`config.mk`:
```
export PLATFORM = sky130hd
export DESIGN_NAME = nvfp4_scaled_dot_product_unit_flat
export DESIGN_NICKNAME = d
export VERILOG_FILES = /design/src/rtl/nvsdp_pkg.sv /design/src/rtl/nvsdp_ifs.sv /design/src/rtl/nvfp4_scaled_dot_product_unit.sv /design/src/rtl/nvsdp_fma.sv /design/src/flat_wrapper.sv
export SDC_FILE = /design/constraint.sdc
export NUM_CORES = 2
export LEC_CHECK = 0
export BUFFER_PORTS_ARGS = -buffer_cell sky130_fd_sc_hd__clkbuf_2
export CAP_MARGIN = 5
export CELL_PAD_IN_SITES_DETAIL_PLACEMENT = 1
export CELL_PAD_IN_SITES_GLOBAL_PLACEMENT = 1
export CORE_MARGIN = 2
export CORE_UTILIZATION = 53
export DETAILED_ROUTE_END_ITERATION = 8
export GPL_TIMING_DRIVEN = 1
export MAX_ROUTING_LAYER = met4
export PLACE_DENSITY_LB_ADDON = 0.15
export SYNTH_ARGS = -nofsm -noshare
export SYNTH_HDL_FRONTEND = slang
export SYNTH_HIERARCHICAL = 1
export SYNTH_SLANG_ARGS = --single-unit
```
`constraint.sdc`:
```
create_clock -name clk -period 20.8 [get_ports clk]
set_input_delay 3.12 -clock clk [delete_from_list [all_inputs] [get_ports clk]]
set_output_delay 3.12 -clock clk [all_outputs]
set_load 0.02 [all_outputs]
```
`src/rtl/nvsdp_pkg.sv`:
```
// nvsdp_pkg: shared types, constants and code decoders for the nvfp4 dot product unit
// no dependencies; used by nvsdp_fma and the top level
`timescale 1ns / 1ps

package nvsdp_pkg;

	typedef logic [31:0] fp32_t;

	localparam fp32_t CanonNan    = 32'h7FC0_0000;
	localparam fp32_t NegZero     = 32'h8000_0000;
	localparam fp32_t InvDivReset = 32'h3F80_0000;

	// request into the shared fused multiply-add unit
	typedef struct packed {
		logic  start;
		fp32_t a;
		fp32_t b;
		fp32_t c;
	} fma_req_t;

	// response from the shared fused multiply-add unit
	typedef struct packed {
		logic  done;
		fp32_t result;
	} fma_rsp_t;

	// e2m1 code to float32, bit 3 is the sign
	function automatic fp32_t decode_weight(input logic [3:0] code);
		fp32_t mag;
		case (code[2:0])
			3'd0:    mag = 32'h0000_0000;
			3'd1:    mag = 32'h3F00_0000;
			3'd2:    mag = 32'h3F80_0000;
			3'd3:    mag = 32'h3FC0_0000;
			3'd4:    mag = 32'h4000_0000;
			3'd5:    mag = 32'h4040_0000;
			3'd6:    mag = 32'h4080_0000;
			default: mag = 32'h40C0_0000;
		endcase
		return {code[3], mag[30:0]};
	endfunction

	// e4m3fn byte to float32, exact
	function automatic fp32_t decode_scale(input logic [7:0] code);
		logic [3:0] ex;
		logic [2:0] man;
		fp32_t      mag;
		fp32_t      res;
		ex  = code[6:3];
		man = code[2:0];
		if (ex == 4'hF && man == 3'h7) begin
			res = CanonNan;
		end else begin
			if (ex == 4'h0) begin
				// subnormal e4m3: man * 2^-9
				case (man)
					3'd0:    mag = 32'h0000_0000;
					3'd1:    mag = 32'h3B00_0000;
					3'd2:    mag = 32'h3B80_0000;
					3'd3:    mag = 32'h3BC0_0000;
					3'd4:    mag = 32'h3C00_0000;
					3'd5:    mag = 32'h3C20_0000;
					3'd6:    mag = 32'h3C40_0000;
					default: mag = 32'h3C60_0000;
				endcase
			end else begin
				mag = {1'b0, 8'({4'b0, ex}) + 8'd120, man, 20'b0};
			end
			res = {code[7], mag[30:0]};
		end
		return res;
	endfunction

endpackage

```
`src/rtl/nvsdp_ifs.sv`:
```
// nvsdp channel interfaces: lane input, result output and configuration write
// depends on nothing; payload widths follow the block's field list
`timescale 1ns / 1ps

interface nvsdp_lane_if;
	logic        valid;
	logic        ready;
	logic [3:0]  weight_code;
	logic [7:0]  scale_code;
	logic [31:0] activation;
	logic        last_of_row;

	modport source (output valid, weight_code, scale_code, activation, last_of_row,
		input ready);
	modport sink (input valid, weight_code, scale_code, activation, last_of_row,
		output ready);
endinterface

interface nvsdp_result_if;
	logic        valid;
	logic        ready;
	logic [31:0] dot_sum;

	modport source (output valid, dot_sum, input ready);
	modport sink (input valid, dot_sum, output ready);
endinterface

interface nvsdp_cfg_if;
	logic        valid;
	logic        ready;
	logic [31:0] recip_div;

	modport source (output valid, recip_div, input ready);
	modport sink (input valid, recip_div, output ready);
endinterface

```
`src/rtl/nvfp4_scaled_dot_product_unit.sv`:
```
// nvfp4_scaled_dot_product_unit: top level, lane sequencer, accumulator and result register
// depends on nvsdp_pkg, the nvsdp channel interfaces and nvsdp_fma
//
// usage: each lane transaction on "lane" carries an e2m1 weight code, the e4m3 block
// scale byte, a float32 activation and last_of_row. "cfg" writes the float32 inverse
// divisor, taken only between lanes: cfg.ready is high only while the block is idle.
// per lane the sequencer runs three operations through one shared float32 fused
// multiply-add unit (seven stages): scale = e4m3 * inverse divisor, w = weight * scale,
// acc = w * activation + acc. a lane therefore occupies the block until all three
// operations are done, and lane.ready is high only between lanes, so the next lane is
// not taken before the last one is through. on last_of_row the rounded sum goes to the
// output register, which raises result.valid; the accumulator restarts from +0.
// the output register lets the next lane be taken while a sum waits; a stalled receiver
// only holds the block at the end of the next row until the waiting sum is taken.
// nan sums come out as 0x7fc00000.
// reset: accumulator +0, inverse divisor 1.0, no result pending.
`timescale 1ns / 1ps

module nvfp4_scaled_dot_product_unit (
	input logic            clk,
	input logic            arst_n,
	nvsdp_cfg_if.sink      cfg,
	nvsdp_lane_if.sink     lane,
	nvsdp_result_if.source result
);
	import nvsdp_pkg::*;

	localparam logic [2:0] ST_IDLE   = 3'd0;
	localparam logic [2:0] ST_ISSUE0 = 3'd1;
	localparam logic [2:0] ST_WAIT0  = 3'd2;
	localparam logic [2:0] ST_ISSUE1 = 3'd3;
	localparam logic [2:0] ST_WAIT1  = 3'd4;
	localparam logic [2:0] ST_ISSUE2 = 3'd5;
	localparam logic [2:0] ST_WAIT2  = 3'd6;
	localparam logic [2:0] ST_FIN    = 3'd7;

	logic [2:0] state_q;
	fp32_t      inv_div_q;
	fp32_t      acc_q;
	logic       out_valid_q;
	fp32_t      out_sum_q;
	logic [3:0] wcode_q;
	logic [7:0] scode_q;
	fp32_t      act_q;
	logic       last_q;
	fp32_t      tmp_q;

	fma_req_t req;
	fma_rsp_t rsp;
	logic     out_free;
	logic     row_done;

	nvsdp_fma u_fma (
		.clk    (clk),
		.arst_n (arst_n),
		.req    (req),
		.rsp    (rsp)
	);

	assign cfg.ready      = (state_q == ST_IDLE);
	assign lane.ready     = (state_q == ST_IDLE);
	assign result.valid   = out_valid_q;
	assign result.dot_sum = out_sum_q;
	assign out_free       = !out_valid_q || result.ready;
	assign row_done       = (state_q == ST_FIN) && last_q && out_free;

	always_comb begin
		req.start = (state_q == ST_ISSUE0) || (state_q == ST_ISSUE1) ||
			(state_q == ST_ISSUE2);
		case (state_q)
			ST_ISSUE0: begin
				req.a = decode_scale(scode_q);
				req.b = inv_div_q;
				req.c = NegZero;
			end
			ST_ISSUE1: begin
				req.a = decode_weight(wcode_q);
				req.b = tmp_q;
				req.c = NegZero;
			end
			default: begin
				req.a = tmp_q;
				req.b = act_q;
				req.c = acc_q;
			end
		endcase
	end

	always_ff @(posedge clk or negedge arst_n) begin
		if (!arst_n) begin
			state_q     <= ST_IDLE;
			inv_div_q   <= InvDivReset;
			acc_q       <= '0;
			out_valid_q <= 1'b0;
		end else begin
			if (cfg.valid && cfg.ready) begin
				inv_div_q <= cfg.recip_div;
			end
			if (row_done) begin
				out_valid_q <= 1'b1;
			end else if (out_valid_q && result.ready) begin
				out_valid_q <= 1'b0;
			end
			case (state_q)
				ST_IDLE: begin
					if (lane.valid) state_q <= ST_ISSUE0;
				end
				ST_ISSUE0: state_q <= ST_WAIT0;
				ST_WAIT0: begin
					if (rsp.done) state_q <= ST_ISSUE1;
				end
				ST_ISSUE1: state_q <= ST_WAIT1;
				ST_WAIT1: begin
					if (rsp.done) state_q <= ST_ISSUE2;
				end
				ST_ISSUE2: state_q <= ST_WAIT2;
				ST_WAIT2: begin
					if (rsp.done) state_q <= ST_FIN;
				end
				ST_FIN: begin
					if (!last_q) begin
						acc_q   <= tmp_q;
						state_q <= ST_IDLE;
					end else if (out_free) begin
						// hand the row sum over and restart the accumulator
						acc_q   <= '0;
						state_q <= ST_IDLE;
					end
				end
				default: state_q <= ST_IDLE;
			endcase
		end
	end

	always_ff @(posedge clk) begin
		if (lane.valid && lane.ready) begin
			wcode_q <= lane.weight_code;
			scode_q <= lane.scale_code;
			act_q   <= lane.activation;
			last_q  <= lane.last_of_row;
		end
		if (rsp.done) begin
			tmp_q <= rsp.result;
		end
		if (row_done) begin
			out_sum_q <= tmp_q;
		end
	end

	a_accept_starts: assert property (@(posedge clk) disable iff (!arst_n)
		lane.valid && lane.ready |=> state_q == ST_ISSUE0)
		else $error("lane transaction did not start the first operation");

	a_done_when_waiting: assert property (@(posedge clk) disable iff (!arst_n)
		rsp.done |-> (state_q == ST_WAIT0 || state_q == ST_WAIT1 || state_q == ST_WAIT2))
		else $error("fma result arrived outside a wait state");

	a_row_end: assert property (@(posedge clk) disable iff (!arst_n)
		row_done |=> out_valid_q && acc_q == '0)
		else $error("row end did not present the sum and clear the accumulator");

endmodule

```
`src/rtl/nvsdp_fma.sv`:
```
// nvsdp_fma: seven-stage float32 fused multiply-add, a * b + c with one rne rounding
// depends on nvsdp_pkg; one operation in flight at a time under the top level sequencer
`timescale 1ns / 1ps

module nvsdp_fma (
	input  logic                clk,
	input  logic                arst_n,
	input  nvsdp_pkg::fma_req_t req,
	output nvsdp_pkg::fma_rsp_t rsp
);
	import nvsdp_pkg::*;

	function automatic logic [4:0] lzc24(input logic [23:0] x);
		logic [4:0] n;
		n = 5'd24;
		for (int i = 0; i < 24; i++) begin
			if (x[i]) n = 5'(23 - i);
		end
		return n;
	endfunction

	function automatic logic [6:0] lzc78(input logic [77:0] x);
		logic [6:0] n;
		n = 7'd78;
		for (int i = 0; i < 78; i++) begin
			if (x[i]) n = 7'(77 - i);
		end
		return n;
	endfunction

	// stage valids
	logic v_s1, v_s2, v_s3, v_s4, v_s5, v_s6, v_s7;

	// stage 1: unpack, specials, normalize a and b
	logic [23:0]       ma_s1, mb_s1, mc_s1;
	logic signed [11:0] ea_s1, eb_s1;
	logic [7:0]        ec_s1;
	logic              ps_s1, sub_s1, cz_s1, spec_s1;
	fp32_t             specv_s1;

	// stage 2: significand product
	logic [47:0]       p_s2;
	logic signed [11:0] es_s2;
	logic [23:0]       mc_s2;
	logic [7:0]        ec_s2;
	logic              ps_s2, sub_s2, cz_s2, spec_s2;
	fp32_t             specv_s2;

	// stage 3: alignment
	logic [77:0]       pw_s3, cw_s3;
	logic signed [11:0] b_s3;
	logic              ps_s3, sub_s3, spec_s3;
	fp32_t             specv_s3;

	// stage 4: add or subtract
	logic [77:0]       sum_s4;
	logic signed [11:0] b_s4;
	logic              sgn_s4, spec_s4;
	fp32_t             specv_s4;

	// stage 5: leading zero count
	logic [77:0]       sum_s5;
	logic [6:0]        lz_s5;
	logic signed [11:0] e_s5;
	logic              sgn_s5, zero_s5, spec_s5;
	fp32_t             specv_s5;

	// stage 6: normalize or denormalize
	logic [77:0]       n_s6;
	logic              st_s6, ovf_s6, sgn_s6, zero_s6, spec_s6;
	logic [7:0]        ef_s6;
	fp32_t             specv_s6;

	// stage 7: rounded result
	fp32_t             res_s7;

	// stage 1 logic
	logic              sa, sb, sc;
	logic [7:0]        ea, eb, ec;
	logic [22:0]       fa, fb, fc;
	logic              a_zero, b_zero, c_zero, a_inf, b_inf, c_inf, a_nan, b_nan, c_nan;
	logic [23:0]       ma, mb;
	logic [4:0]        lza, lzb;
	logic              prod_inf, prod_zero, is_nan;
	logic              spec_c;
	fp32_t             specv_c;

	always_comb begin
		{sa, ea, fa} = req.a;
		{sb, eb, fb} = req.b;
		{sc, ec, fc} = req.c;
		a_zero = (ea == 8'h00) && (fa == '0);
		b_zero = (eb == 8'h00) && (fb == '0);
		c_zero = (ec == 8'h00) && (fc == '0);
		a_inf  = (ea == 8'hFF) && (fa == '0);
		b_inf  = (eb == 8'hFF) && (fb == '0);
		c_inf  = (ec == 8'hFF) && (fc == '0);
		a_nan  = (ea == 8'hFF) && (fa != '0);
		b_nan  = (eb == 8'hFF) && (fb != '0);
		c_nan  = (ec == 8'hFF) && (fc != '0);
		ma = {ea != 8'h00, fa};
		mb = {eb != 8'h00, fb};
		lza = lzc24(ma);
		lzb = lzc24(mb);
		prod_inf  = a_inf || b_inf;
		prod_zero = a_zero || b_zero;
		is_nan = a_nan || b_nan || c_nan || (a_inf && b_zero) || (a_zero && b_inf) ||
			(prod_inf && c_inf && ((sa ^ sb) != sc));
		spec_c  = 1'b1;
		specv_c = CanonNan;
		if (is_nan) begin
			specv_c = CanonNan;
		end else if (prod_inf) begin
			specv_c = {sa ^ sb, 8'hFF, 23'b0};
		end else if (c_inf) begin
			specv_c = {sc, 8'hFF, 23'b0};
		end else if (prod_zero) begin
			// zero product: result is c, two zeros add to +0 unless both negative
			specv_c = c_zero ? {(sa ^ sb) & sc, 31'b0} : req.c;
		end else begin
			spec_c = 1'b0;
		end
	end

	// stage 3 logic
	logic signed [11:0] sh;
	logic              clamp;
	logic [77:0]       cw0, pw_c, cw_c;
	logic signed [11:0] b_c;

	always_comb begin
		sh    = es_s2 - $signed({4'b0, ec_s2}) - 12'sd99;
		clamp = sh[11] && !cz_s2;
		cw0   = {1'b0, mc_s2, 53'b0};
		if (clamp) begin
			// product far below c: keep only a sticky bit
			pw_c = 78'd1;
			cw_c = cw0;
			b_c  = $signed({4'b0, ec_s2}) - 12'sd203;
		end else begin
			pw_c = {28'b0, p_s2, 2'b0};
			b_c  = es_s2 - 12'sd302;
			if (sh[11]) begin
				cw_c = cw0;
			end else if (sh >= 12'sd78) begin
				cw_c = {77'b0, |mc_s2};
			end else begin
				cw_c = cw0 >> sh[6:0];
				cw_c[0] = cw_c[0] | (|(cw0 & ((78'd1 << sh[6:0]) - 78'd1)));
			end
		end
	end

	// stage 4 logic
	logic        lt;
	logic [77:0] sum_c;
	logic        sgn_c;

	always_comb begin
		lt = pw_s3 < cw_s3;
		if (sub_s3) begin
			sum_c = lt ? (cw_s3 - pw_s3) : (pw_s3 - cw_s3);
			sgn_c = ps_s3 ^ lt;
		end else begin
			sum_c = pw_s3 + cw_s3;
			sgn_c = ps_s3;
		end
	end

	// stage 6 logic
	logic signed [11:0] r, amt, ra;
	logic [77:0]       n_c;
	logic              st_c;

	always_comb begin
		r   = (e_s5 < 12'sd1) ? (12'sd1 - e_s5) : 12'sd0;
		amt = $signed({5'b0, lz_s5}) - r;
		ra  = -amt;
		st_c = 1'b0;
		if (!amt[11]) begin
			n_c = sum_s5 << amt[6:0];
		end else if (ra >= 12'sd78) begin
			n_c  = '0;
			st_c = |sum_s5;
		end else begin
			n_c  = sum_s5 >> ra[6:0];
			st_c = |(sum_s5 & ((78'd1 << ra[6:0]) - 78'd1));
		end
	end

	// stage 7 logic
	logic        inc;
	logic [30:0] mag;
	fp32_t       res_c;

	always_comb begin
		inc = n_s6[53] & (st_s6 | (|n_s6[52:0]) | n_s6[54]);
		mag = {ef_s6, n_s6[76:54]} + 31'(inc);
		if (spec_s6) begin
			res_c = specv_s6;
		end else if (zero_s6) begin
			res_c = '0;
		end else if (ovf_s6) begin
			res_c = {sgn_s6, 8'hFF, 23'b0};
		end else begin
			res_c = {sgn_s6, mag};
		end
	end

	always_ff @(posedge clk or negedge arst_n) begin
		if (!arst_n) begin
			v_s1 <= 1'b0;
			v_s2 <= 1'b0;
			v_s3 <= 1'b0;
			v_s4 <= 1'b0;
			v_s5 <= 1'b0;
			v_s6 <= 1'b0;
			v_s7 <= 1'b0;
		end else begin
			v_s1 <= req.start;
			v_s2 <= v_s1;
			v_s3 <= v_s2;
			v_s4 <= v_s3;
			v_s5 <= v_s4;
			v_s6 <= v_s5;
			v_s7 <= v_s6;
		end
	end

	always_ff @(posedge clk) begin
		ma_s1    <= ma << lza;
		mb_s1    <= mb << lzb;
		ea_s1    <= $signed({4'b0, (ea == 8'h00) ? 8'd1 : ea}) - $signed({7'b0, lza});
		eb_s1    <= $signed({4'b0, (eb == 8'h00) ? 8'd1 : eb}) - $signed({7'b0, lzb});
		mc_s1    <= {ec != 8'h00, fc};
		ec_s1    <= (ec == 8'h00) ? 8'd1 : ec;
		ps_s1    <= sa ^ sb;
		sub_s1   <= sa ^ sb ^ sc;
		cz_s1    <= c_zero;
		spec_s1  <= spec_c;
		specv_s1 <= specv_c;

		p_s2     <= ma_s1 * mb_s1;
		es_s2    <= ea_s1 + eb_s1;
		mc_s2    <= mc_s1;
		ec_s2    <= ec_s1;
		ps_s2    <= ps_s1;
		sub_s2   <= sub_s1;
		cz_s2    <= cz_s1;
		spec_s2  <= spec_s1;
		specv_s2 <= specv_s1;

		pw_s3    <= pw_c;
		cw_s3    <= cw_c;
		b_s3     <= b_c;
		ps_s3    <= ps_s2;
		sub_s3   <= sub_s2;
		spec_s3  <= spec_s2;
		specv_s3 <= specv_s2;

		sum_s4   <= sum_c;
		b_s4     <= b_s3;
		sgn_s4   <= sgn_c;
		spec_s4  <= spec_s3;
		specv_s4 <= specv_s3;

		sum_s5   <= sum_s4;
		lz_s5    <= lzc78(sum_s4);
		e_s5     <= b_s4 + 12'sd204 - $signed({5'b0, lzc78(sum_s4)});
		sgn_s5   <= sgn_s4;
		zero_s5  <= (sum_s4 == '0);
		spec_s5  <= spec_s4;
		specv_s5 <= specv_s4;

		n_s6     <= n_c;
		st_s6    <= st_c;
		ef_s6    <= (e_s5 < 12'sd1) ? 8'd0 : e_s5[7:0];
		ovf_s6   <= (e_s5 > 12'sd254);
		sgn_s6   <= sgn_s5;
		zero_s6  <= zero_s5;
		spec_s6  <= spec_s5;
		specv_s6 <= specv_s5;

		res_s7   <= res_c;
	end

	assign rsp.done   = v_s7;
	assign rsp.result = res_s7;

endmodule
```
`src/flat_wrapper.sv`:
```
// flat-port wrapper written by rule: the top's interface ports become plain ports
module nvfp4_scaled_dot_product_unit_flat import nvsdp_pkg::*;
  (clk, arst_n, cfg_valid, cfg_recip_div, cfg_ready, lane_valid, lane_weight_code, lane_scale_code, lane_activation, lane_last_of_row, lane_ready, result_valid, result_dot_sum, result_ready);
  nvsdp_cfg_if cfg_i ();
  nvsdp_lane_if lane_i ();
  nvsdp_result_if result_i ();
  input logic clk;
  input logic arst_n;
  input wire logic [$bits(cfg_i.valid)-1:0] cfg_valid;
  input wire logic [$bits(cfg_i.recip_div)-1:0] cfg_recip_div;
  output wire logic [$bits(cfg_i.ready)-1:0] cfg_ready;
  input wire logic [$bits(lane_i.valid)-1:0] lane_valid;
  input wire logic [$bits(lane_i.weight_code)-1:0] lane_weight_code;
  input wire logic [$bits(lane_i.scale_code)-1:0] lane_scale_code;
  input wire logic [$bits(lane_i.activation)-1:0] lane_activation;
  input wire logic [$bits(lane_i.last_of_row)-1:0] lane_last_of_row;
  output wire logic [$bits(lane_i.ready)-1:0] lane_ready;
  output wire logic [$bits(result_i.valid)-1:0] result_valid;
  output wire logic [$bits(result_i.dot_sum)-1:0] result_dot_sum;
  input wire logic [$bits(result_i.ready)-1:0] result_ready;
  assign cfg_i.valid = cfg_valid;
  assign cfg_i.recip_div = cfg_recip_div;
  assign cfg_ready = cfg_i.ready;
  assign lane_i.valid = lane_valid;
  assign lane_i.weight_code = lane_weight_code;
  assign lane_i.scale_code = lane_scale_code;
  assign lane_i.activation = lane_activation;
  assign lane_i.last_of_row = lane_last_of_row;
  assign lane_ready = lane_i.ready;
  assign result_valid = result_i.valid;
  assign result_dot_sum = result_i.dot_sum;
  assign result_i.ready = result_ready;
  nvfp4_scaled_dot_product_unit u_core (.clk(clk), .arst_n(arst_n), .cfg(cfg_i), .lane(lane_i), .result(result_i));
endmodule
```
==> impl_metrics.toml, run 1 <==
[place]
gp_congestion = 1.08
io_buffers = 116
dp_hpwl_mm = 278
dp_cells = 10600

[floorplan]
initial_core_util_pct = 53.5
pin_count = 117
die_h_um = 385
fp-row-count = 139
die_x_um = 385

[yosys]
yosys.area.top_type = "dfxtp_1"
ys_seq_area_share_pct = 28.6
ys_types = 108
syn_area_um2 = 77000
synth_compound_area_share_pct = 16.3
post_synth.cell_area_avg_um2 = 8.54
synth_top_family_by_area = "adder cells"
synth-simple-area-share_pct = 18.5
yosys.area_share.adder_pct = 19.0
ys_top_cells_by_area = "dfxtp_1, fa_1, ha_1"
netlist_instances = 9021
synth_common_cells = "nand2_1, dfxtp_1, inv_1, nor2_1, a21oi_1"
ys_ff_latch = 1027
synth-xor-area-share_pct = 2.77
yosysWarnings = 6
async_flop_share_pct = 7.30
ys.flop_type = "dfxtp_1"
synth_mux_area_share_pct = 8.32
synth_edf_count = 109
synth_most_common_cell = "nand2_1"
yosysTopAreaCellShare_pct = 21.9

[cts]
h-tree-depth = 3
numCtsBuffers = 105
cts_setup_buffers = 0
clk_path_buf_depth = 3
holdBufCountCts = 0
cts.sinks = 1027
post_cts_resized = 0
cts_root_buf = "clkbuf_16"

[run_status]
stop_error = "[ERROR GRT-0232] Routing congestion too high. Check the congestion heatmap in the GUI."
stop_stage = "global routing (5_1_grt)"
outcome = "did not finish"

[global_route]
grt_max_degree = 130
grt_usage_pct = 77.4
grt_overflow = 396
antenna_found_initial = 111
## cell families after synthesis
logic type,Yosys count
simple gates,3092
compound gates,2027
buf+inv,1296
flops,1027
fa+ha+maj,878
mux,464
xor+xnor,236
other cells,1
## metal layers
layer | global-route usage (%) | GRT overflow
met5 | - | -
met4 | 66.4 | 155
met3 | 63.3 | 47
met2 | 89.7 | 168
met1 | 80.5 | 26
## metrics by stage
step / util (%) / instance area [um^2] / hold WS (ns) / setup slack (ns)
after global placement: 55.0 / 79200 / 0.310 / 11.94
after floorplan: - / 77000 / 0.310 / 13.50
after detailed placement: 55.0 / 79200 / 0.313 / 11.77
after CTS: 57.6 / 83000 / 0.305 / 11.50
==> run 2, diff against run 1 <==
--- a/config.mk
+++ b/config.mk
@@ -7,13 +7,10 @@
 export LEC_CHECK = 0
 export BUFFER_PORTS_ARGS = -buffer_cell sky130_fd_sc_hd__clkbuf_2
 export CAP_MARGIN = 5
-export CELL_PAD_IN_SITES_DETAIL_PLACEMENT = 1
-export CELL_PAD_IN_SITES_GLOBAL_PLACEMENT = 1
 export CORE_MARGIN = 2
-export CORE_UTILIZATION = 53
+export CORE_UTILIZATION = 38
 export DETAILED_ROUTE_END_ITERATION = 8
 export GPL_TIMING_DRIVEN = 1
-export MAX_ROUTING_LAYER = met4
 export PLACE_DENSITY_LB_ADDON = 0.15
 export SYNTH_ARGS = -nofsm -noshare
 export SYNTH_HDL_FRONTEND = slang
==> impl_metrics.toml, run 2 <==
[cts]
numCtsBuffers = 106
clk_path_buf_depth = 3
cts_root_buf = "clkbuf_16"
clk_pin_slew_ns = 0.07
holdBufCountCts = 0
h-tree-depth = 3
cts_setup_buffers = 0
cts_tree = "done"
cts.sinks = 1027
post_cts_resized = 0
clock_latency_ns = 0.78

[yosys]
yosys.area.top_type = "dfxtp_1"
ys_ff_latch = 1027
synth_common_cells = "nand2_1, dfxtp_1, inv_1, nor2_1, a21oi_1"
post_synth.cell_area_avg_um2 = 8.54
async_flop_share_pct = 7.30
netlist_instances = 9021
ys_types = 108
synth_most_common_cell = "nand2_1"
ys.flop_type = "dfxtp_1"
synth_edf_count = 109
syn_area_um2 = 77000
ys_seq_area_share_pct = 28.6
yosysWarnings = 6
yosysTopAreaCellShare_pct = 21.9
ys_top_cells_by_area = "dfxtp_1, fa_1, ha_1"

[worst_hold_path]
min_to = "u_core/u_fma/specv_s6[9]$_DFF_P_"
hold_class = "register to register"
min-delay-start = "u_core/u_fma/specv_s5[9]$_DFF_P_"
hold_depth = 0

[timing]
fmax_mhz = 104
rsz0062_at_grt = "no"
slew_violations = 0
worst_pin_slew_ns = 1.30
period_needed_ns = 9.60
hold_viol = 0
fin_tns_setup_ns = 0
setup_ws_ns = 11.20
setup_viol = 0
post-route-period-util_pct = 46.1
maxSlewHeadroom_pct = 12.1
fin_skew_ns = 0.0968
timing.hold.ws_ns = 0.279

[drt]
vias = 68000
routed_wl_mm = 318
drt_iter0_drc = 7372
drc_errors = 0
first_pass_iters = 6
wire_per_inst_um = 27.4
postRouteAntennaNets = 0
viasPerCell = 5.85

[global_route]
grt_overflow = 0
grt_pass1_wl_mm = 462
grt_usage_pct = 30.3
grt_max_degree = 84
grt_pass1_vias = 66600
antenna_found_initial = 8

[floorplan]
initial_core_util_pct = 38.2
fp.coreArea_um2 = 202000
die_h_um = 454
die_area_um2 = 206000
die_x_um = 454
fp-row-count = 165
pin_count = 117

[layout]
reg.largest.list = "u_core/u_fma/sum_s4 x78, u_core/u_fma/sum_s5 x78"
final_common_cell = "nand2_1"
num-nets-final = 9822
layout_common_cells = "nand2_1, dfxtp_1, inv_1"
final_layout_size_suffix_gt1_share_pct = 8.28
final_core_util_pct = 41.7
synthToLayoutAreaGrowth_pct = 9.17
layout.cells.non_filler = 11600

[critical_path]
r2r_start = "u_core/u_fma/e_s5[1]$_DFF_P_"
worstPathRequired_ns = 21.38
worst_setup_path_start_kind = "register"
crit_path_frequent_cell = "nor2_1"
cp-end-kind = "register"
arrival_ns = 10.17
regToRegSetupSlack_ns = 11.20
cp_max_fo = 55
rr_endpoint = "u_core/u_fma/st_s6$_SDFF_PP0_"
max_stage_delay_ns = 0.91
crit_slowest_cell = "fa_4"
critical_path_class = "register to register"
reg2regPathDepth = 25

[place]
gp_congestion = 0.999
io_buffers = 116
post-place-ws_ns = 11.46
dp_cells = 11400
dp_hpwl_mm = 245

[power]
irDropWorstVdd_mv = 0.0835
leakage_nw = 35.7
powerDensity_nw_per_um2 = 83.2

[flow_run]
drv_cap = 0

[run_status]
outcome = "finished clean"
==> run 2: cell counts after synthesis <==
Identical to the previous run, type by type.
==> run 2: layout make-up <==
type,instances,area [um^2]
fill,20300,118000
antenna,1,2.50
clock buffer,139,3060
multi-input combinational,6699,50300
tap,2672,3340
clock inverter,60,746
sequential,1027,22000
timing repair buffer,268,1720
inverter,760,2850
==> run 2: cell families after synthesis <==
kind of cell,Yosys count,synth area share [%]
adders and majority gates,878,19.0
xor gates and xnor gates,236,2.77
other,1,0.00487
AOI/OAI and AO/OA,2027,16.3
muxes,464,8.32
and+or+nand+nor,3092,18.5
buffers and inverters,1296,6.42
DFF,1027,28.6
==> run 2: how the worst max path moves through the flow <==
stage / startpoint / to / slack [ns] / depth (start not counted)
after detailed placement: u_core/u_fma/e_s5[1]$_DFF_P_ / u_core/u_fma/st_s6$_SDFF_PP0_ / 11.46 / 24
final: u_core/u_fma/e_s5[1]$_DFF_P_ / u_core/u_fma/st_s6$_SDFF_PP0_ / 11.20 / 25
after global routing: u_core/u_fma/e_s5[1]$_DFF_P_ / u_core/u_fma/st_s6$_SDFF_PP0_ / 10.60 / 24
after CTS: u_core/u_fma/e_s5[1]$_DFF_P_ / u_core/u_fma/st_s6$_SDFF_PP0_ / 11.43 / 24
after global placement: u_core/u_fma/e_s5[1]$_DFF_P_ / u_core/u_fma/st_s6$_SDFF_PP0_ / 11.38 / 24
after floorplan: u_core/u_fma/mb_s1[3]$_SDFF_PP0_ / u_core/u_fma/p_s2[43]$_DFF_P_ / 13.50 / 27
==> run 2: where the power goes <==
| part | internal, W | total, W | switching (W) | leakage (nW) |
|---|---|---|---|---|
| logic | 0.000795 | 0.00287 | 0.00207 | 24.8 |
| clock network | 0.00116 | 0.00202 | 0.000867 | 1.85 |
| registers | 0.00207 | 0.00211 | 0.0000446 | 8.99 |
| total | 0.00402 | 0.00700 | 0.00298 | 35.7 |
==> run 2: per-stage QoR <==
| step | instance area (um^2) | total power, W |
|---|---|---|
| 6_report | 84100 | 0.00700 |
| 3_3_place_gp | 80300 | 0.00494 |
| 3_5_place_dp | 80300 | 0.00490 |
| 5_1_grt | 84100 | 0.00726 |
| 2_1_floorplan | 77000 | 0.00388 |
| 4_1_cts | 84100 | 0.00695 |
==> run 2: worst max-delay path: cells and delay by family, from the launching register on <==
kind | cells | cell delay (ns)
buffers and inverters | 3 | 1.14
AOI/OAI and AO/OA | 7 | 1.56
and+or+nand+nor | 12 | 4.59
adders and majority gates | 3 | 1.72
DFF | 1 | 0.36
==> run 2: layer usage <==
metal  vias up  GRT usage (%)  share of wire [%]
met2      3120           48.4                 45
met3       639           4.90                7.4
met5         -              0                  0
met1     33600           40.4                 42
met4         0           13.1                4.9
li1      30700              -                  -
(Power assumes the default switching activity.)
